`config.mk`:
```
export PLATFORM = sky130hd
export DESIGN_NAME = base64_decoder_checked
export DESIGN_NICKNAME = d
export VERILOG_FILES = /design/src/rtl/b64d_pkg.sv /design/src/rtl/b64d_front.sv /design/src/rtl/b64d_queue.sv /design/src/rtl/b64d_back.sv /design/src/rtl/base64_decoder_checked.sv
export SDC_FILE = /design/constraint.sdc
export NUM_CORES = 1
export LEC_CHECK = 0
export BUFFER_PORTS_ARGS = -buffer_cell sky130_fd_sc_hd__buf_2
export CAP_MARGIN = 20
export CORE_MARGIN = 8
export CORE_UTILIZATION = 45
export DETAILED_ROUTE_END_ITERATION = 6
export SLEW_MARGIN = 20
export SYNTH_ARGS = -nofsm -noshare
export SYNTH_HDL_FRONTEND = slang
export SYNTH_SLANG_ARGS = --single-unit
```
`constraint.sdc`:
```
create_clock -name clock -period 6.1 [get_ports clock]
set_input_delay 1.22 -clock clock [delete_from_list [all_inputs] [get_ports clock]]
set_output_delay 1.22 -clock clock [all_outputs]
set_load 0.02 [all_outputs]
```
`src/rtl/b64d_pkg.sv`:
```
// Shared types, constants and the alphabet lookup for the Base64 decoder.
// No dependencies; imported by every module of the decoder.
package b64d_pkg;

   localparam int QueueDepth = 4;
   localparam int QPtrW      = $clog2(QueueDepth);
   localparam int QCntW      = $clog2(QueueDepth + 1);

   localparam logic [7:0] ChCr  = 8'h0D;
   localparam logic [7:0] ChLf  = 8'h0A;
   localparam logic [7:0] ChPad = 8'h3D;

   localparam logic ActChar = 1'b0;
   localparam logic ActEnd  = 1'b1;

   localparam logic [15:0] CapacityReset = 16'hFFFF;

   // One unit of work handed from front to back: a status or one to three bytes.
   typedef struct packed {
      logic            is_byte;
      logic [1:0]      n_bytes;
      logic [2:0][7:0] data;
      logic [15:0]     count;   // bytes: total before this quartet; status: reported count
      logic            error;
   } b64d_job_type;

   typedef struct packed {
      logic  valid;
      logic  [6:0] sextet;   // bit 6 set when the character is not in the alphabet
   } b64d_class_type;

   function automatic b64d_class_type classify(input logic [7:0] c);
      b64d_class_type r;
      r.valid  = 1'b1;
      r.sextet = 7'd0;
      if (c inside {[8'h41:8'h5A]}) begin
         r.sextet = {1'b0, 6'(c - 8'h41)};
      end else if (c inside {[8'h61:8'h7A]}) begin
         r.sextet = {1'b0, 6'(c - 8'h61 + 8'd26)};
      end else if (c inside {[8'h30:8'h39]}) begin
         r.sextet = {1'b0, 6'(c - 8'h30 + 8'd52)};
      end else if (c == 8'h2B) begin
         r.sextet = 7'd62;
      end else if (c == 8'h2F) begin
         r.sextet = 7'd63;
      end else begin
         r.valid  = 1'b0;
         r.sextet = 7'h40;
      end
      return r;
   endfunction

endpackage

```
`src/rtl/b64d_front.sv`:
```
// Front end: accepts characters, tracks quartet and padding state, checks
// capacity and issues jobs. Holds the capacity register. Uses b64d_pkg.
module b64d_front (
   input  logic                 clock,
   input  logic                 reset,
   input  logic                 req_tvalid,
   output logic                 req_tready,
   input  logic [7:0]           req_tdata,
   input  logic                 req_tuser,
   input  logic                 csr_valid,
   output logic                 csr_ready,
   input  logic [15:0]          csr_data,
   input  logic                 q_full,
   output logic                 push,
   output b64d_pkg::b64d_job_type push_job
);
   import b64d_pkg::*;

   logic [15:0]       cap_ff;
   logic [2:0][5:0]   hold_ff, hold_in;
   logic [1:0]        pos_ff, pos_in;
   logic [1:0]        pads_ff, pads_in;
   logic              pad_seen_ff, pad_seen_in;
   logic              third_pad_ff, third_pad_in;
   logic              err_ff, err_in;
   logic [15:0]       total_ff, total_in;

   b64d_class_type    cls;
   logic              accept, is_pad, is_crlf, err_now;
   logic [5:0]        s;
   logic [1:0]        n;
   logic [16:0]       sum;

   assign req_tready = !q_full;
   assign csr_ready  = 1'b1;
   assign accept     = req_tvalid && req_tready;

   always_comb begin
      cls     = classify(req_tdata);
      is_pad  = (req_tdata == ChPad);
      is_crlf = (req_tdata == ChCr) || (req_tdata == ChLf);
      s       = is_pad ? 6'd0 : cls.sextet[5:0];
      if (third_pad_ff)
         n = 2'd1;
      else if (is_pad)
         n = 2'd2;
      else
         n = 2'd3;
      sum = {1'b0, total_ff} + {15'd0, n};

      hold_in      = hold_ff;
      pos_in       = pos_ff;
      pads_in      = pads_ff;
      pad_seen_in  = pad_seen_ff;
      third_pad_in = third_pad_ff;
      err_in       = err_ff;
      total_in     = total_ff;
      push         = 1'b0;
      push_job     = '0;
      err_now      = err_ff || (pos_ff != 2'd0);

      if (accept) begin
         if (req_tuser == ActEnd) begin
            push             = 1'b1;
            push_job.is_byte = 1'b0;
            push_job.error   = err_now;
            push_job.count   = err_now ? 16'd0 : total_ff;
            push_job.n_bytes = 2'd1;
            hold_in      = '0;
            pos_in       = 2'd0;
            pads_in      = 2'd0;
            pad_seen_in  = 1'b0;
            third_pad_in = 1'b0;
            err_in       = 1'b0;
            total_in     = 16'd0;
         end else if (is_crlf || err_ff) begin
            // absorbed
         end else if (is_pad && (pos_ff < 2'd2 || pads_ff >= 2'd2)) begin
            err_in = 1'b1;
         end else if (!is_pad && (pad_seen_ff || !cls.valid)) begin
            err_in = 1'b1;
         end else begin
            if (is_pad) begin
               pads_in     = pads_ff + 2'd1;
               pad_seen_in = 1'b1;
            end
            if (pos_ff != 2'd3) begin
               if (pos_ff == 2'd0) hold_in[0] = s;
               if (pos_ff == 2'd1) hold_in[1] = s;
               if (pos_ff == 2'd2) begin
                  hold_in[2]   = s;
                  third_pad_in = is_pad;
               end
               pos_in = pos_ff + 2'd1;
            end else begin
               pos_in       = 2'd0;
               third_pad_in = 1'b0;
               if (sum > {1'b0, cap_ff}) begin
                  err_in = 1'b1;
               end else begin
                  total_in         = sum[15:0];
                  push             = 1'b1;
                  push_job.is_byte = 1'b1;
                  push_job.n_bytes = n;
                  push_job.count   = total_ff;
                  push_job.error   = 1'b0;
                  push_job.data[0] = {hold_ff[0], hold_ff[1][5:4]};
                  push_job.data[1] = {hold_ff[1][3:0], hold_ff[2][5:2]};
                  push_job.data[2] = {hold_ff[2][1:0], s};
               end
            end
         end
      end
   end

   always_ff @(posedge clock) begin
      hold_in_reg: hold_ff <= hold_in;
      if (reset) begin
         cap_ff       <= CapacityReset;
         pos_ff       <= 2'd0;
         pads_ff      <= 2'd0;
         pad_seen_ff  <= 1'b0;
         third_pad_ff <= 1'b0;
         err_ff       <= 1'b0;
         total_ff     <= 16'd0;
      end else begin
         if (csr_valid && csr_ready) cap_ff <= csr_data;
         pos_ff       <= pos_in;
         pads_ff      <= pads_in;
         pad_seen_ff  <= pad_seen_in;
         third_pad_ff <= third_pad_in;
         err_ff       <= err_in;
         total_ff     <= total_in;
      end
   end

endmodule

```
`src/rtl/b64d_queue.sv`:
```
// Short job queue between front and back ends.
// Uses b64d_pkg for the job type and depth.
module b64d_queue (
   input  logic                  clock,
   input  logic                  reset,
   input  logic                  push,
   input  b64d_pkg::b64d_job_type push_job,
   input  logic                  pop,
   output logic                  full,
   output logic                  head_valid,
   output b64d_pkg::b64d_job_type head_job
);
   import b64d_pkg::*;

   b64d_job_type       mem_ff [QueueDepth];
   logic [QPtrW-1:0]   wr_ff, rd_ff;
   logic [QCntW-1:0]   cnt_ff;
   logic               do_pop;

   assign full       = (cnt_ff == QCntW'(QueueDepth));
   assign head_valid = (cnt_ff != '0);
   assign head_job   = mem_ff[rd_ff];
   assign do_pop     = pop && head_valid;

   always_ff @(posedge clock) begin
      if (push) mem_ff[wr_ff] <= push_job;
      if (reset) begin
         wr_ff  <= '0;
         rd_ff  <= '0;
         cnt_ff <= '0;
      end else begin
         if (push)   wr_ff <= wr_ff + 1'b1;
         if (do_pop) rd_ff <= rd_ff + 1'b1;
         if (push && !do_pop)
            cnt_ff <= cnt_ff + 1'b1;
         else if (do_pop && !push)
            cnt_ff <= cnt_ff - 1'b1;
      end
   end

endmodule

```
`src/rtl/b64d_back.sv`:
```
// Back end: expands each job into result items behind an output register.
// Uses b64d_pkg for the job type.
module b64d_back (
   input  logic                  clock,
   input  logic                  reset,
   input  logic                  head_valid,
   input  b64d_pkg::b64d_job_type head_job,
   output logic                  pop,
   output logic                  rsp_tvalid,
   input  logic                  rsp_tready,
   output logic [31:0]           rsp_tdata,
   output logic                  rsp_tuser,
   output logic                  rsp_tlast
);
   import b64d_pkg::*;

   logic        valid_ff;
   logic [31:0] data_ff, data_in;
   logic        user_ff, user_in;
   logic        last_ff, last_in;
   logic [1:0]  idx_ff, idx_in;
   logic        load;
   logic [15:0] cnt;

   assign rsp_tvalid = valid_ff;
   assign rsp_tdata  = data_ff;
   assign rsp_tuser  = user_ff;
   assign rsp_tlast  = last_ff;
   assign load       = head_valid && (!valid_ff || rsp_tready);

   always_comb begin
      cnt     = head_job.count + {14'd0, idx_ff} + 16'd1;
      user_in = head_job.is_byte;
      last_in = !head_job.is_byte || (idx_ff == head_job.n_bytes - 2'd1);
      if (head_job.is_byte)
         data_in = {7'd0, cnt, 1'b0, head_job.data[idx_ff]};
      else
         data_in = {7'd0, head_job.count, head_job.error, 8'd0};
      pop    = load && last_in;
      idx_in = idx_ff;
      if (load) idx_in = last_in ? 2'd0 : idx_ff + 2'd1;
   end

   always_ff @(posedge clock) begin
      if (load) begin
         data_ff <= data_in;
         user_ff <= user_in;
         last_ff <= last_in;
      end
      if (reset) begin
         valid_ff <= 1'b0;
         idx_ff   <= 2'd0;
      end else begin
         idx_ff <= idx_in;
         if (load)
            valid_ff <= 1'b1;
         else if (rsp_tready)
            valid_ff <= 1'b0;
      end
   end

endmodule

```
`src/rtl/base64_decoder_checked.sv`:
```
// Top level of the checked Base64 decoder: front end, job queue, back end.
// Depends on b64d_pkg, b64d_front, b64d_queue and b64d_back.
//
//  channel | direction | tdata / data                      | tuser        | tlast
//  req_    | in        | [7:0] char_code                   | [0] action   | -
//  rsp_    | out       | [7:0] byte_value [8] error        | [0] is_byte  | last
//          |           | [24:9] byte_count [31:25] zero    |              |
//  csr_    | in        | [15:0] dst_capacity               | -            | -
//
// One character per cycle is accepted unless the job queue is full; a completed quartet
// is queued as one job. The back end emits one result per cycle unless the output stalls,
// so a quartet yields one to three results there and an end item one; the four-entry
// job queue absorbs the difference. Reset clears the control state, not the data
// registers, and sets the capacity to 65535. Output stalls back up into the job queue.
module base64_decoder_checked (
   input  logic        clock,
   input  logic        reset,
   input  logic        req_tvalid,
   output logic        req_tready,
   input  logic [7:0]  req_tdata,   // [7:0] char_code
   input  logic        req_tuser,   // [0] action
   output logic        rsp_tvalid,
   input  logic        rsp_tready,
   output logic [31:0] rsp_tdata,   // [7:0] byte_value, [8] error, [24:9] byte_count
   output logic        rsp_tuser,   // [0] is_byte
   output logic        rsp_tlast,
   input  logic        csr_valid,
   output logic        csr_ready,
   input  logic [15:0] csr_data
);
   import b64d_pkg::*;

   logic         push, pop, q_full, head_valid;
   b64d_job_type push_job, head_job;

   b64d_front u_front (
      .clock, .reset,
      .req_tvalid, .req_tready, .req_tdata, .req_tuser,
      .csr_valid, .csr_ready, .csr_data,
      .q_full, .push, .push_job
   );

   b64d_queue u_queue (
      .clock, .reset,
      .push, .push_job, .pop,
      .full(q_full), .head_valid, .head_job
   );

   b64d_back u_back (
      .clock, .reset,
      .head_valid, .head_job, .pop,
      .rsp_tvalid, .rsp_tready, .rsp_tdata, .rsp_tuser, .rsp_tlast
   );

endmodule

```
## Word level (Yosys, flattened, before mapping)

Memory sizes are Yosys's and may differ from the RTL's. A register that Yosys moved wholly into a read port is not among the register bits.
Index checks and enable logic that the tools add are counted.

| storage, ports and cells | value |
|---|---|
| flip-flop bits (word level) | 101 |
| memory bits (writable) | 176 |
| bits of input ports | 30 |
| output and inout port bits | 37 |
| word-level logic and storage cells | 190 |
| memories | 1 |

| operators by class | value |
|---|---|
| add/subtract/negate cells | 16 |
| magnitude comparators | 10 |
| equality and inequality tests | 17 |
| multiplexer cells | 82 |
| reductions and logical operators | 44 |

Memory list:

| memory | depth | bits a word | rd ports | clocked after memory_dff | write ports | line | RTL |
|---|---|---|---|---|---|---|---|
| u_queue.mem_ff | 4 | 44 | 1 | 1 | 1 | b64d_queue.sv:15 | `b64d_job_type mem_ff [QueueDepth];` |

Operators by type and width:

| kind | number |
|---|---|
| 44-bit 2-to-1 mux | 6 |
| 16-bit 2-to-1 mux | 7 |
| 18-bit 2-to-1 mux | 4 |
| 6-bit 2-to-1 mux | 9 |
| 1-bit 2-to-1 mux | 34 |
| 2-bit 2-to-1 mux | 14 |
| 25-bit 2-to-1 mux | 1 |
| 8-bit by 6-bit == test with 1-bit output (second input constant) | 3 |
| 24-bit 2-to-1 mux | 1 |
| 6-bit AND reduction | 4 |
| 16-bit by 2-bit adder with 17-bit output | 1 |
| 17-bit by 16-bit > comparator with 1-bit output | 1 |
| 17-bit 2-to-1 mux | 1 |
| 16-bit by 1-bit adder with 16-bit output (second input constant) | 1 |
| 16-bit by 2-bit adder with 16-bit output | 1 |
| 8-bit binary-select mux with 2-bit select | 1 |
| 8-bit by 4-bit == test with 1-bit output (second input constant) | 2 |
| 8-bit by 7-bit greater-or-equal comparator with 1-bit output (second input constant) | 2 |
| 8-bit by 7-bit less-or-equal comparator with 1-bit output (second input constant) | 2 |
| 2-bit nonzero test | 8 |
| 2-bit inequality test (second input constant) | 6 |
| 6-bit subtractor (second input constant) | 2 |
| 1-bit logical AND | 11 |
| 2-bit by 1-bit adder with 2-bit output (second input constant) | 5 |
| 26 further kinds | 42 |

## Longest topological paths before layout

| logic depth | value |
|---|---|
| word-level depth | 18 |
| depth in mapped cells | 24 |

## Hierarchy

From an unflattened synthesis, not the netlist that was laid out.

| unflattened totals | value |
|---|---|
| cells, all modules | 895 |
| area total of the unflattened synthesis | 12495.7 sq um |

Modules (own cells, without submodules):

| module | times used | cells an instance | area each (sq um) | sequential area each (sq um) |
|---|---|---|---|---|
| b64d_queue | 1 | 274 | 6846.6 | 5465.2 |
| b64d_front | 1 | 479 | 4045.1 | 1321.3 |
| b64d_back | 1 | 142 | 1604.0 | 870.8 |

## Least setup slack after synthesis

OpenSTA, ideal clock, no wires.

| timing | value |
|---|---|
| kind | input to register |
| start point | input port req_tdata[1] |
| end point | memory u_queue.mem_ff[1][0] (netlist name), enable pin |
| data arrival time | 5.685 ns |
| setup slack | 0.009 ns |
| stages | 19 |
| buffers on the path | 0 |
| cell sequence | inv_1 ha_1 and2_1 and2_1 nand2_1 ha_1 inv_1 fa_1 nand3b_1 nor2_1 and4_1 xor2_1 ha_1 nand3_1 nor4_1 and4_1 a21oi_1 o31ai_4 and2_1 |

| between the ends | value |
|---|---|
| cells in the longest elaborated chain, start to end | 16 |
| elaborated cells between the ends (all ways) | 39 |
| classes of those cells | 1 x add/sub; 7 x order compare; 5 x eq/ne; 16 x mux; 10 x reduce/logical |

Ends and longest elaborated chain:

| element | line | RTL |
|---|---|---|
| start: declaration | base64_decoder_checked.sv:20 | `input logic [7:0] req_tdata,` |
| branches (longest 11 deep; another with 16-bit by 2-bit adder with 17-bit output) | -- |  |
| 1-bit 2-to-1 mux (*) | b64d_front.sv:76 | `end else if (is_crlf \|\| err_ff) begin` |
| 1-bit 2-to-1 mux (*) | b64d_front.sv:63 | `if (req_tuser == ActEnd) begin` |
| 1-bit 2-to-1 mux (*) | b64d_front.sv:62 | `if (accept) begin` |
| net push | base64_decoder_checked.sv:33 | `logic push, pop, q_full, head_valid;` |
| 1-bit 2-to-1 mux (*) | b64d_queue.sv:26 | `if (push) mem_ff[wr_ff] <= push_job;` |
| 1-bit 2-to-1 mux (implied by the code) (*) | b64d_queue.sv:26 |  |
| end: declaration | b64d_queue.sv:15 |  |

Mark *: on every way through the listed nets, which the timed path passes.

## Worst setup path after layout

| timing | value |
|---|---|
| start point | input port req_tdata[1] |
| end point | register u_queue.cnt_ff[2] |

| between the ends | value |
|---|---|
| cells in the longest elaborated chain, start to end | 17 |
| elaborated cells between the ends (all ways) | 42 |
| classes of those cells | 1 x add/sub; 7 x order compare; 5 x eq/ne; 15 x mux; 14 x reduce/logical |

Ends and longest elaborated chain:

| element | line | RTL |
|---|---|---|
| branches (longest 11 deep; another with 16-bit by 2-bit adder with 17-bit output) | -- |  |
| 1-bit 2-to-1 mux (*) | b64d_front.sv:76 |  |
| 1-bit 2-to-1 mux (*) | b64d_front.sv:63 |  |
| 1-bit 2-to-1 mux (*) | b64d_front.sv:62 |  |
| net push | base64_decoder_checked.sv:33 |  |
| 1-bit zero test | b64d_queue.sv:36 | `else if (do_pop && !push)` |
| 1-bit logical AND | b64d_queue.sv:36 |  |
| 2-bit nonzero test (no source line) | -- |  |
| end signal: assignment | b64d_queue.sv:35 | `cnt_ff <= cnt_ff + 1'b1;` |
| end signal: assignment | b64d_queue.sv:37 | `cnt_ff <= cnt_ff - 1'b1;` |
| end: declaration | b64d_queue.sv:17 | `logic [QCntW-1:0] cnt_ff;` |

Marks and branches as above.
A chain may end at the register's enable or synchronous reset.

==> results.md <==
- CTS max path bufs: 3
- Number of setup buffers added after CTS: 0
- Combinational family with the most area after synthesis: multiplexers
- Synth Area in Compound Gates: 6.91%
- Critical Path End Type: register
- Root buf cell: clkbuf_16
- Total GRT Usage: 14.4%
- Prevailing post-synth register cell: edfxtp_1
- YS warnings: 0
- Clk sinks: 272
- Synth top area share: 55.2%
- Minimum clock period: 5.55 ns
- Largest net degree at the start of global routing: 45
- Non-filler instance count after layout: 1269
- Vias in the first global route: 6828
- # diodes: 0
- RSZ-0062 raised after global routing: no
- Cts bufs inserted: 29
- Fin crit share: 91.0%
- Final hold viol count: 0
- Synth unique cells: 63
- Critical path origin: req_tdata[1]
- HP Start: u_front.pads_ff[0]
- Post_cts resized: 0
- Util after Layout: 51.8%
- Nets: 976
- Lkg Pwr: 0.00516 µW
- Die area: 0.0322 mm²
- Width of the die: 180 µm
- Fillers: 2304
- Ys async rst share: 0%
- Syn Std Cell Area: 0.0120 mm²
- Least-Margin Pin Slew: 0.979 ns
- DP Cell Count: 1216
- Slew margin rel.: 34.7%
- Post-route cell area: 0.0138 mm²
- Area post-placement: 0.0128 mm²
- PwrDens: 380 mW/mm²
- Post-Route WL: 23.3 mm
- Final setup viols: 0
- CTS hold repair buffers: 0
- Status: completed
- Max Freq: 180 MHz
- Synth Area in Simple Gates: 9.33%
- Critical Path AT: 6.01 ns
- Initial Util: 45.3%
- Initial antenna violation count: 0
- Clk slew on worst S/H paths: 0.05 ns
- Antenna Violating Nets Remaining: 0
- # DRC: 0
- WP data required: 6.56 ns
- Worst-Skew Late Latency: 0.54 ns
- Row cnt: 60
- Max FO, Critical Path: 4
- Detailed placement HPWL: 15.3 mm
- Worst IR Drop VDD: 0.324 mV
- Dominant cell type by area after synthesis: edfxtp_1
- Io pins: 67
- Worst path max stage delay: 0.41 ns
- WS Path Type: input port to register
- Syn avg cell area: 14.5 µm²
- Ranking of synthesized cells by area: edfxtp_1, dfxtp_1, mux4_2
- Syn Inst Count: 829
- Core area: 0.0266 mm²
- Slew Limit Fails: 0
- CTS tree: built
- Synth Area in XOR/XNOR: 2.91%
- Post-synthesis adder-cell area fraction: 4.35%
- P&R area growth vs syn: 14.4%
- Die Y: 180 µm
- Seq cells post-synth: 272
- R2R depth: 21
- I/O Buffers: 58
- Gpl congestion: 0.796
- Hold depth: 1
- Number of H-tree levels: 1
- DRT iter0 DRCs: 367
- Worst Hold Class: register to register
- Setup Skew: 0.0151 ns
- Global-route wire length before repair: 37.8 mm
- Number of detailed-route iterations in the first pass: 5
- Congestion Overflow GR: 0
- Post-synthesis mux area share: 9.40%
- MaxCap Viol Count: 0
- Via count: 6653
- R2r setup slk: 1.42 ns
- Share of cells above drive strength 1: 20.7%
- Startpoint types: input port
- TNS Setup: 0 ns
- Post-synth EDFFs: 221
- DR vias/cell: 5.24
- Worst path most repeated cell: ha_1
- WL per Instance: 18.3 µm
- RR Startpoint: u_front.third_pad_ff
- Crit-path slowest cell: nor4_1
- Sequential share of the synthesized area: 63.6%
## final cells by class
cell class / count / area, µm² / area share (%)
multi-input cells: 472 / 4010 / 29.2
flip-flops and latches: 272 / 7660 / 55.7
inverters: 49 / 184 / 1.34
clock buffers: 42 / 795 / 5.77
repair buffers: 82 / 546 / 3.96
well taps: 341 / 427 / 3.10
clock inverters: 11 / 136 / 0.991
## synth_stat cells (7+ instances only)
master	n
o211ai_1	17
o22ai_1	9
nor2b_1	11
nor2_1	38
nand3_1	14
inv_1	49
buf_4	10
a21oi_1	22
o21ai_0	10
edfxtp_1	221
nor3_1	12
nand2_1	56
clkbuf_1	17
dfxtp_1	51
ha_1	37
mux2i_1	14
xor2_1	13
and2_1	54
nand4_1	7
a32o_1	11
xnor2_1	27
mux4_2	43
## worst max-delay path: cells and delay by family
kind,cells,cell delay [ns]
simple gates,10,2.16
xor+xnor,2,0.26
compound gates,3,0.48
fa+ha+maj,6,1.61
buf+inv,4,0.25
## registers in the layout, indices dropped and copies added, names as in the netlist, named ones only
signal	flops
u_queue.mem_ff	176
u_back.rsp_tdata	25
u_front.hold_ff	18
u_front.cap_ff	16
u_front.total_ff	16
u_queue.cnt_ff	3
u_back.idx_ff	2
u_front.pads_ff	2
u_front.pos_ff	2
u_queue.rd_ff	2
u_queue.wr_ff	2
u_back.rsp_tlast	1
u_back.rsp_tuser	1
u_back.rsp_tvalid	1
u_front.err_ff	1
u_front.pad_seen_ff	1
u_front.third_pad_ff	1
## power breakdown
group | internal (µW) | switching, µW
combinational | 499 | 670
clock | 1030 | 683
sequential | 2240 | 112
total | 3770 | 1460
## logic make-up after synthesis
kind of cell,Yosys count
DFF,272
and+or+nand+nor,217
AOI/OAI and AO/OA,108
buffers and inverters,91
muxes,59
adders and majority gates,40
xor gates and xnor gates,40
other,2
## routing by layer
layer	vias up	track usage (%)	share of wire, %
met1	3250	20.7	49
li1	3244	-	-
met4	0	3.40	1.4
met5	-	0	0
met3	28	2.52	4.2
met2	131	22.5	45
## path summary, 6_finish.rpt
kind                        end
max reg2reg   u_queue.cnt_ff[2]
max           u_queue.cnt_ff[2]
min          u_front.pads_ff[0]
min reg2reg  u_front.pads_ff[0]
## cell usage in the layout, fill, tap and decap left out, types with 4 or more instances in the layout
cell type	n
edfxtp_1	221
buf_2	58
nand2_1	56
and2_1	50
inv_1	49
dfxtp_1	49
mux4_2	43
nor2_1	38
ha_1	37
clkbuf_16	29
xnor2_1	27
a21oi_1	21
buf_4	18
o211ai_1	17
nand3_1	14
mux2i_1	14
xor2_1	13
nor3_1	12
nor2b_1	11
a32o_1	11
clkbuf_1	11
o21ai_0	10
o22ai_1	9
conb_1	8
nand4_1	7
and3_1	6
a21o_1	6
buf_12	6
o21a_1	5
and2_2	4
clkinv_2	4
## through the flow
stage | total power [µW] | setup slack (ns) | hold slack, ns
after floorplan | 3240 | 0.00948 | 0.438
after global placement | 3590 | 0.131 | 0.450
after detailed placement | 3600 | 0.00548 | 0.456
after CTS | 5310 | 0.557 | 0.467
after global routing | 5490 | 0.243 | 0.485
final | 5230 | 0.549 | 0.468
No activity file was read; power rests on OpenSTA's default activity.
